File: src/rtl/sle_pkg.sv
// Package of the sorted list engine: sizes, codes and cell control types.
// No dependencies.
`default_nettype none

package sle_pkg;

  localparam int CAPACITY = 16;
  localparam int CNT_W = $clog2(CAPACITY + 1);

  localparam logic CMD_INSERT = 1'b0;
  localparam logic CMD_REMOVE = 1'b1;

  localparam logic [1:0] ST_DONE      = 2'd0;
  localparam logic [1:0] ST_NOT_FOUND = 2'd1;
  localparam logic [1:0] ST_FULL      = 2'd2;

  typedef logic [CNT_W-1:0] count_t;

  typedef struct packed {
    logic               enable;
    logic               remove;
    logic signed [31:0] value;
  } cell_ctl_t;

  typedef struct packed {
    logic ge;
    logic hit;
  } cell_flags_t;

endpackage

`default_nettype wire

File: src/rtl/sle_ifs.sv
// Request and result channel interfaces of the sorted list engine.
// No dependencies.
`default_nettype none

interface sle_req_if;
  logic               valid;
  logic               ready;
  logic               cmd;
  logic signed [31:0] item_value;
  modport source (output valid, output cmd, output item_value, input ready);
  modport sink (input valid, input cmd, input item_value, output ready);
endinterface

interface sle_rsp_if;
  logic               valid;
  logic               ready;
  logic [1:0]         status;
  logic [4:0]         entry_count;
  logic signed [31:0] smallest_value;
  modport source (output valid, output status, output entry_count, output smallest_value,
                  input ready);
  modport sink (input valid, input status, input entry_count, input smallest_value,
                output ready);
endinterface

`default_nettype wire

File: src/rtl/sle_cell.sv
// One compare-and-shift cell of the sorted chain.
// Depends on sle_pkg.
`default_nettype none

module sle_cell (
  input  wire logic               clk,
  input  wire sle_pkg::cell_ctl_t ctl,
  input  wire logic               occupied,
  input  wire logic               left_ge,
  input  wire logic signed [31:0] left_value,
  input  wire logic signed [31:0] right_value,
  output logic signed [31:0]      value,
  output sle_pkg::cell_flags_t    flags
);

  logic ge;

  assign ge = !occupied || !(value < ctl.value);
  assign flags.ge = ge;
  assign flags.hit = occupied && ge && !left_ge && (value == ctl.value);

  always_ff @(posedge clk) begin
    if (ctl.enable && ge) begin
      if (ctl.remove) begin
        value <= right_value;
      end else begin
        value <= left_ge ? left_value : ctl.value;
      end
    end
  end

endmodule

`default_nettype wire

File: src/rtl/sorted_list_engine.sv
// Top level of the sorted list engine: a row of compare-and-shift cells,
// the entry counter and the result register. Depends on sle_pkg, sle_ifs, sle_cell.
//
//   channel  role    moves
//   req      sink    cmd, item_value
//   rsp      source  status, entry_count, smallest_value
//
// An insert (not full) or a remove (found) updates each cell that is empty or not
// below its item; its result shows on rsp in the next cycle. One request per cycle
// while rsp is taken, i.e. no result is pending or it is taken in the same cycle.
// Reset clears the count and the pending result; cell contents stay as they are.
`default_nettype none

module sorted_list_engine (
  input wire logic clk,
  input wire logic rst,
  sle_req_if.sink  req,
  sle_rsp_if.source rsp
);

  localparam int N = sle_pkg::CAPACITY;

  sle_pkg::count_t     count;
  sle_pkg::count_t     count_next;
  logic [1:0]          status;
  logic [1:0]          status_next;
  logic                rsp_valid;
  logic                accept;
  logic                full;
  logic                found;
  sle_pkg::cell_ctl_t  ctl;
  logic signed [31:0]  cell_value [N];
  sle_pkg::cell_flags_t cell_flags [N];
  logic [N-1:0]        hits;

  assign req.ready = !rsp_valid || rsp.ready;
  assign accept = req.valid && req.ready;
  assign full = (count == sle_pkg::count_t'(N));
  assign found = |hits;

  always_comb begin
    ctl.remove = (req.cmd == sle_pkg::CMD_REMOVE);
    ctl.value = req.item_value;
    ctl.enable = accept && (ctl.remove ? found : !full);
  end

  for (genvar i = 0; i < N; i++) begin : g_cell
    logic               occupied;
    logic               left_ge;
    logic signed [31:0] left_value;
    logic signed [31:0] right_value;

    assign occupied = (sle_pkg::count_t'(i) < count);
    assign hits[i] = cell_flags[i].hit;

    if (i == 0) begin : g_first
      assign left_ge = 1'b0;
      assign left_value = req.item_value;
    end else begin : g_inner
      assign left_ge = cell_flags[i-1].ge;
      assign left_value = cell_value[i-1];
    end

    if (i == N - 1) begin : g_last
      assign right_value = cell_value[i];
    end else begin : g_body
      assign right_value = cell_value[i+1];
    end

    sle_cell u_cell (
      .clk         (clk),
      .ctl         (ctl),
      .occupied    (occupied),
      .left_ge     (left_ge),
      .left_value  (left_value),
      .right_value (right_value),
      .value       (cell_value[i]),
      .flags       (cell_flags[i])
    );
  end

  always_comb begin
    count_next = count;
    status_next = sle_pkg::ST_DONE;
    if (ctl.remove) begin
      if (found) begin
        count_next = count - sle_pkg::count_t'(1);
      end else begin
        status_next = sle_pkg::ST_NOT_FOUND;
      end
    end else begin
      if (full) begin
        status_next = sle_pkg::ST_FULL;
      end else begin
        count_next = count + sle_pkg::count_t'(1);
      end
    end
  end

  always_ff @(posedge clk) begin
    if (rst) begin
      count <= '0;
      rsp_valid <= 1'b0;
    end else begin
      if (accept) begin
        count <= count_next;
        rsp_valid <= 1'b1;
      end else if (rsp.ready) begin
        rsp_valid <= 1'b0;
      end
    end
  end

  always_ff @(posedge clk) begin
    if (accept) begin
      status <= status_next;
    end
  end

  assign rsp.valid = rsp_valid;
  assign rsp.status = status;
  assign rsp.entry_count = 5'(count);
  assign rsp.smallest_value = (count != '0) ? cell_value[0] : 32'sd0;

endmodule

`default_nettype wire

File: src/flat_wrapper.sv
// flat-port wrapper written by rule: the top's interface ports become plain ports
module sorted_list_engine_flat 
  (clk, rst, req_valid, req_cmd, req_item_value, req_ready, rsp_valid, rsp_status, rsp_entry_count, rsp_smallest_value, rsp_ready);
  sle_req_if req_i ();
  sle_rsp_if rsp_i ();
  input wire logic clk;
  input wire logic rst;
  input wire logic [$bits(req_i.valid)-1:0] req_valid;
  input wire logic [$bits(req_i.cmd)-1:0] req_cmd;
  input wire logic [$bits(req_i.item_value)-1:0] req_item_value;
  output wire logic [$bits(req_i.ready)-1:0] req_ready;
  output wire logic [$bits(rsp_i.valid)-1:0] rsp_valid;
  output wire logic [$bits(rsp_i.status)-1:0] rsp_status;
  output wire logic [$bits(rsp_i.entry_count)-1:0] rsp_entry_count;
  output wire logic [$bits(rsp_i.smallest_value)-1:0] rsp_smallest_value;
  input wire logic [$bits(rsp_i.ready)-1:0] rsp_ready;
  assign req_i.valid = req_valid;
  assign req_i.cmd = req_cmd;
  assign req_i.item_value = req_item_value;
  assign req_ready = req_i.ready;
  assign rsp_valid = rsp_i.valid;
  assign rsp_status = rsp_i.status;
  assign rsp_entry_count = rsp_i.entry_count;
  assign rsp_smallest_value = rsp_i.smallest_value;
  assign rsp_i.ready = rsp_ready;
  sorted_list_engine u_core (.clk(clk), .rst(rst), .req(req_i), .rsp(rsp_i));
endmodule
File: config.mk
export PLATFORM = sky130hd
export DESIGN_NAME = sorted_list_engine_flat
export DESIGN_NICKNAME = d
export VERILOG_FILES = /design/src/rtl/sle_pkg.sv /design/src/rtl/sle_ifs.sv /design/src/rtl/sle_cell.sv /design/src/rtl/sorted_list_engine.sv /design/src/flat_wrapper.sv
export SDC_FILE = /design/constraint.sdc
export NUM_CORES = 2
export LEC_CHECK = 0
export BUFFER_PORTS_ARGS = -buffer_cell sky130_fd_sc_hd__buf_2
export CAP_MARGIN = 20
export CORE_MARGIN = 5
export CORE_UTILIZATION = 51
export CTS_BUF_LIST = sky130_fd_sc_hd__clkbuf_4 sky130_fd_sc_hd__clkbuf_8
export DETAILED_ROUTE_END_ITERATION = 6
export HOLD_SLACK_MARGIN = 0.12
export PLACE_DENSITY = 0.7
export SYNTH_ARGS = -nofsm -noshare
export SYNTH_HDL_FRONTEND = slang
export SYNTH_SLANG_ARGS = --single-unit
File: constraint.sdc
create_clock -name clk -period 6.6 [get_ports clk]
set_input_delay 0.66 -clock clk [delete_from_list [all_inputs] [get_ports clk]]
set_output_delay 0.66 -clock clk [all_outputs]
set_load 0.005 [all_outputs]
; Word-level counts from Yosys, hierarchy flattened
; Cells that the tools add are included.
[word_totals]
out_inout_bits = 41
word_cells = 249
reg_bits = 520
input_bits = 37
[op_classes]
bitwise_logic = 1
n_addsub = 2
reduce_logical = 136
order_cmp = 32
muxes = 40
n_eq_ne = 19
[ops]
columns = cell, n
row1 = two-way mux 32 bit, 31
row2 = equality test 32 bit, 16
row3 = less-than comparator 32 bit, 16
row4 = logical AND 1 bit, 65
row5 = zero test 1 bit, 49
row6 = "less-than comparator 4 x 5 -> 1 bit, first input constant", 8
row7 = "less-than comparator 3 x 5 -> 1 bit, first input constant", 4
row8 = logical OR 1 bit, 17
row9 = OR reduction 16 bit, 1
row10 = two-way mux 5 bit, 3
row11 = "less-than comparator 1 x 5 -> 1 bit, first input constant", 2
row12 = "less-than comparator 2 x 5 -> 1 bit, first input constant", 2
row13 = "adder 5 x 1 -> 5 bit, second input constant", 1
row14 = "equality test 5 bit, second input constant", 1
row15 = nonzero test 5 bit, 1
row16 = "subtractor 5 x 1 -> 5 bit, second input constant", 1
row17 = two-way mux 1 bit, 4
row18 = two-way mux 2 bit, 2
row19 = AND reduction 3 bit, 1
row20 = "!= test 2 x 1 -> 1 bit, second input constant", 1
row21 = "!= test 2 bit, second input constant", 1
row22 = AND reduction 2 bit, 1
row23 = nonzero test 2 bit, 1
row24 = NOT 1 bit, 1

; Longest topological paths before layout
[logic_depth]
ltp_word = 11
ltp_mapped = 16
depth_no_buf = 14

; Modules after synthesis
; A second synthesis with hierarchy kept.
[unflattened]
hier_cells = 4343
hier_area_um2 = 40583.9
[by_module_without_submodules]
columns = mod, seq_area_each_um2, cells_each, n_inst, area_per_inst_um2
row1 = sle_cell (u_core.g_cell[0].u_cell ...), 960.9, 264, 15, 2477.4
row2 = sle_cell (u_core.g_cell[15].u_cell), 960.9, 265, 1, 2539.9
row3 = sorted_list_engine, 180.2, 118, 1, 883.3

; Worst setup path before layout
; Ideal clock, no wire load.
[synth_path]
path_type = input to register
start = in req_item_value[14]
end = reg u_core.g_cell[15].u_cell.value[0] (enable)
required_ps = 6130
setup_ps = 470
cell_stages = 14
path_slack_ps = 129
arrival_time_ps = 6001
path_buffers = 1
path_cell_list = inv_1 -> ha_1 -> a21oi_1 -> nand2_1 -> a221o_1 -> a211o_1 -> a21oi_1 -> mux2_2 -> nor2_1 -> a41o_1 -> or4_1 -> buf_2 -> nand2_1 -> a211oi_1
[synth_between]
elab_chain_len = 11
elab_cells_between_ends = 131
classes_between = order compare (16) / eq/ne (16) / mux (1) / reduce/logical (98)
[synth_rtl]
columns = item, line_no
row1 = from (decl), flat_wrapper.sv:10  ; input wire logic [$bits(req_i.item_value)-1:0] req_item_value;
row2 = less-than comparator 32 bit, sle_cell.sv:18  ; assign ge = !occupied || !(value < ctl.value);
row3 = zero test 1 bit, sle_cell.sv:18
row4 = logical OR 1 bit, sle_cell.sv:18
row5 = logical AND 1 bit or zero test 1 bit (tied branches), sle_cell.sv:20  ; assign flags.hit = occupied && ge && !left_ge && (value == ctl.value);
row6 = logical AND 1 bit (2 in series), sle_cell.sv:20
row7 = OR reduction 16 bit, sorted_list_engine.sv:39  ; assign found = |hits;
row8 = two-way mux 1 bit, sorted_list_engine.sv:44  ; ctl.enable = accept && (ctl.remove ? found : !full);
row9 = logical AND 1 bit, sorted_list_engine.sv:44
row10 = logical AND 1 bit *, sle_cell.sv:23  ; if (ctl.enable && ge) begin
row11 = AND reduction 2 bit (no line) *, n/a
row12 = to (signal assigned), sle_cell.sv:25  ; value <= right_value;
row13 = to (signal assigned), sle_cell.sv:27  ; value <= left_ge ? left_value : ctl.value;
row14 = to (decl), sle_cell.sv:12  ; output logic signed [31:0] value,
; Every way passes the cells marked *; elsewhere a longest branch is shown, timed or not.
; A chain may end at the register's enable or synchronous reset.

; Worst setup path in the final report
[layout_path]
start = in req_item_value[20]
end = reg u_core.g_cell[7].u_cell.value[10] (enable)
[layout_between]
elab_chain_len = 10
elab_cells_between_ends = 130
classes_between = order compare (16) / eq/ne (16) / mux (1) / reduce/logical (97)
[layout_rtl]
columns = item, line_no
row1 = less-than comparator 32 bit, sle_cell.sv:18
row2 = zero test 1 bit, sle_cell.sv:18
row3 = logical OR 1 bit, sle_cell.sv:18
row4 = logical AND 1 bit or zero test 1 bit (tied branches), sle_cell.sv:20
row5 = logical AND 1 bit (2 in series), sle_cell.sv:20
row6 = OR reduction 16 bit, sorted_list_engine.sv:39
row7 = two-way mux 1 bit, sorted_list_engine.sv:44
row8 = logical AND 1 bit, sorted_list_engine.sv:44
row9 = logical AND 1 bit *, sle_cell.sv:23
row10 = to (signal assigned), sle_cell.sv:25
row11 = to (signal assigned), sle_cell.sv:27
row12 = to (decl), sle_cell.sv:12
; Marks and branches as above.

==> impl_summary.log <==
INFO  metric outcome = finished, violations left
INFO  metric failing_checks = design-rule violations
INFO  metric irDropWorstVdd = 0.000177 V
INFO  metric antenna_left = 0
INFO  metric initial_core_utilization = 0.514
INFO  metric dpl_cell_area = 39300 sq um
INFO  metric drt_pre_antenna_iters = 7
INFO  metric setup.worst_path.class = in2reg
INFO  metric intPower = 6.17 mW
INFO  metric grt_setup_unrepaired = no
INFO  metric sequential_cell_fraction_of_total_power = 0.456
INFO  metric iter_0_drt_violations = 2972
INFO  metric synth_async_sr_flop_share = 0
INFO  metric cts-htree-levels = 3
INFO  metric detailed_route_via_count = 31200
INFO  metric finalNetCount = 4512
INFO  metric first_global_vias = 29500
INFO  metric synth.cell_area = 37500 sq um
INFO  metric post_synth_num_cell_types = 73
INFO  metric postSynthRegisterBits = 520
INFO  metric power.density = 218 nW/um^2
INFO  metric grt_util_all_layers = 0.282
INFO  metric setup-tns-final = 0 ns
INFO  metric synth_fp_nets = 4440
INFO  metric hold_class = in2reg
INFO  metric maximum_clock_path_buffer_count = 3
INFO  metric hold_violations = 0
INFO  metric netSwitchingPower = 2.82 mW
INFO  metric clk_pin_slew_worst_paths = 0.06 ns
INFO  metric numClockSinks = 520
INFO  metric synthDominantCellAreaShare = 0.412
INFO  metric leftover_overflow_at_the_end_of_global_routing = 0
INFO  metric dieWidth = 281 um
INFO  metric layout_min_cycle_time = 5.58 ns
INFO  metric synth_enable_flop_cells = 514
INFO  metric routed_wire_per_std_cell = 23.1 um
INFO  metric hold_buffers = 0
INFO  metric worst_clock_skew = 0.0345 ns
INFO  metric drt_wl_total = 115 mm
INFO  metric cts-buffers-inserted = 95
INFO  metric crit_required = 6.98 ns
INFO  metric yosysMostFrequentCell = sky130_fd_sc_hd__nand2_1
INFO  metric max_freq = 179 MHz
INFO  metric detailed_place_hpwl = 85.4 mm
INFO  metric netlist_instances = 3888
INFO  metric postSynthAreaPerCell = 9.64 sq um
INFO  metric fraction_of_the_cycle_the_final_worst_path_needs = 0.845
INFO  metric utilization = 0.564
INFO  metric critical_path_peak_fanout = 17
INFO  metric share_clk_of_total_power = 0.344
INFO  metric grt_pass1_wl = 175 mm
INFO  metric setup_viol_count_final = 0
INFO  metric detail_route.drc_violations = 7
INFO  metric timing.max_cap.violations = 0
INFO  metric placement.io_buffers = 77
INFO  metric layout-area-overhead-vs-synth = 9.80%
INFO  metric count_of_yosys_warnings_during_synthesis = 0
INFO  metric fp.coreArea = 73000 sq um
INFO  metric startpoint_type = input pin
INFO  metric comb_power_share = 0.199
INFO  metric postCtsSetupRepairBufs = 0
INFO  metric cts_root_buffer = sky130_fd_sc_hd__clkbuf_8
INFO  metric yosysSeqAreaShare = 0.415
INFO  metric timing_max_transition_violations_final = 0
INFO  metric die_height = 281 um
INFO  metric commonest_cells_in_the_synthesized_netlist = sky130_fd_sc_hd__nand2_1, sky130_fd_sc_hd__o21ai_0, sky130_fd_sc_hd__ha_1
INFO  metric max-slew-margin-rel = 0.285
INFO  metric placementRows = 99
INFO  metric netlist_top_cells_area = sky130_fd_sc_hd__edfxtp_1, sky130_fd_sc_hd__ha_1, sky130_fd_sc_hd__mux2i_1, sky130_fd_sc_hd__o21ai_0, sky130_fd_sc_hd__nand2_1
INFO  metric worst_skew_pair.late_latency = 0.72 ns
INFO  metric grt_max_degree = 239
INFO  metric fraction_of_layout_cells_with_a_size_suffix_above_1 = 0.101
INFO  metric tritoncts = done
INFO  metric fp.dieArea = 79000 sq um
INFO  metric gp_congestion = 0.956
INFO  metric initial_antenna_violation_count = 3
INFO  metric final_design_area_no_fill = 41200 sq um
INFO  metric design.portCount = 78
INFO  metric synth_top_cell_by_area = sky130_fd_sc_hd__edfxtp_1
INFO  metric synth_ff_type = sky130_fd_sc_hd__edfxtp_1
INFO  metric setup.worst_path.end_class = flop
INFO  metric max_slew.worst_pin.slew = 1.06 ns
INFO  metric drt-vias-per-instance = 6.25
INFO  metric power.static_leakage = 16.0 nW
INFO  metric p_sw_frac = 0.314
INFO  metric post_cts.resized_instances = 0
INFO  metric timing.critical_path.arrival = 5.96 ns
[kinds of logic (layout without fill, tap and decap cells)]
| family | count (synthesis) | after routing | synth area share |
|---|---|---|---|
| AND/OR/NAND/NOR | 1135 | 1135 | 0.133 |
| AO/OA/AOI/OAI | 1092 | 1092 | 0.159 |
| flip-flops | 520 | 520 | 0.415 |
| adder cells (fa/ha/maj) | 515 | 515 | 0.172 |
| multiplexers | 334 | 334 | 0.0905 |
| buffers and inverters | 282 | 428 | 0.0287 |
| XOR/XNOR | 10 | 10 | 0.00234 |
| other | 0 | 1 | 0 |
[final timing paths]
check	depth (start not counted)	startpoint	slack, ns	end
worst max-delay path	17	req_item_value[20]	1.02	u_core.g_cell[7].u_cell.value[10]
worst min-delay path	3	req_valid	0.20	u_core.rsp.valid
worst max register to register	13	u_core.g_cell[8].u_cell.value[27]	1.35	u_core.g_cell[7].u_cell.value[10]
worst min register to register	2	u_core.rsp.valid	0.54	u_core.rsp.valid
[through the flow]
step	setup WS (ns)	instances	hold WS, ns	power, mW
floorplan	0.129	3888	0.525	5.28
global placement	0.624	4819	0.504	5.86
detailed placement	0.497	4821	0.523	5.92
CTS	1.23	4992	0.152	9.00
global route	0.825	4994	0.166	9.39
finish	1.02	4994	0.205	8.99
[sequential cells by signal, indices dropped and copies added, names as in the netlist]
name	cells
u_core.g_cell.u_cell.value	512
u_core.rsp.entry_count	5
u_core.rsp.status	2
u_core.rsp.valid	1
[routing by layer]
layer  global-route usage  wire length [um]
met4                0.105              4330
met3               0.0390              8650
met2                0.457             53700
met1                0.387             48700
met5                    0                20
[worst max-delay path, cell delays in order]
cell and delay [ns]:
sky130_fd_sc_hd__buf_2 0.32, sky130_fd_sc_hd__inv_1 0.17, sky130_fd_sc_hd__buf_4 0.26, sky130_fd_sc_hd__buf_4 0.20, sky130_fd_sc_hd__ha_1 0.28, sky130_fd_sc_hd__nand4_1 0.17, sky130_fd_sc_hd__nor4_1 0.76, sky130_fd_sc_hd__o41ai_1 0.34
sky130_fd_sc_hd__a31oi_1 0.55, sky130_fd_sc_hd__nand4_1 0.29, sky130_fd_sc_hd__o311a_1 0.25, sky130_fd_sc_hd__nand3_1 0.10, sky130_fd_sc_hd__or4_1 0.14, sky130_fd_sc_hd__nand2_1 0.07, sky130_fd_sc_hd__buf_4 0.22, sky130_fd_sc_hd__nor2_2 0.74
sky130_fd_sc_hd__buf_4 0.40
[cell type report]
type | count | area [sq um]
diodes | 1 | 2.50
clock buffers | 125 | 1550
clock inverters | 46 | 273
fillers | 6434 | 31800
inverters | 67 | 253
multi-input cells | 3086 | 21000
flip-flops and latches | 520 | 15600
well taps | 959 | 1200
repair buffers | 190 | 1310
[power groups by stage]
stage / sequential, mW / combinational, mW / clock, mW
after CTS: 4.09 / 1.77 / 3.13
after floorplan: 4.08 / 1.20 / 0
after detailed placement: 4.16 / 1.76 / 0
after global routing: 4.11 / 1.99 / 3.28
after global placement: 4.16 / 1.70 / 0
final: 4.10 / 1.79 / 3.09
[cell usage in the layout, fill, tap and decap left out, types with 10 or more instances in the layout]
cell,synthesis,routed
sky130_fd_sc_hd__nand2_1,628,627
sky130_fd_sc_hd__o21ai_0,553,553
sky130_fd_sc_hd__ha_1,515,515
sky130_fd_sc_hd__edfxtp_1,514,514
sky130_fd_sc_hd__a21oi_1,374,372
sky130_fd_sc_hd__mux2i_1,298,297
sky130_fd_sc_hd__nor2_1,222,208
sky130_fd_sc_hd__buf_4,1,107
sky130_fd_sc_hd__clkbuf_8,0,97
sky130_fd_sc_hd__nand4_1,83,83
sky130_fd_sc_hd__buf_2,3,76
sky130_fd_sc_hd__inv_1,66,66
sky130_fd_sc_hd__nor2b_1,52,52
sky130_fd_sc_hd__nand3_1,41,41
sky130_fd_sc_hd__a21o_1,40,40
sky130_fd_sc_hd__mux2_2,34,34
sky130_fd_sc_hd__clkbuf_4,0,28
sky130_fd_sc_hd__clkinv_1,0,26
sky130_fd_sc_hd__nor4_1,22,22
sky130_fd_sc_hd__nor3_1,18,18
sky130_fd_sc_hd__a211oi_1,19,18
sky130_fd_sc_hd__o211ai_1,16,16
sky130_fd_sc_hd__and4_1,15,15
sky130_fd_sc_hd__clkinv_2,1,13
sky130_fd_sc_hd__a221oi_1,11,11
sky130_fd_sc_hd__nand2b_1,12,10
sky130_fd_sc_hd__o31ai_1,10,10
Power figures use the tool's default switching activity.
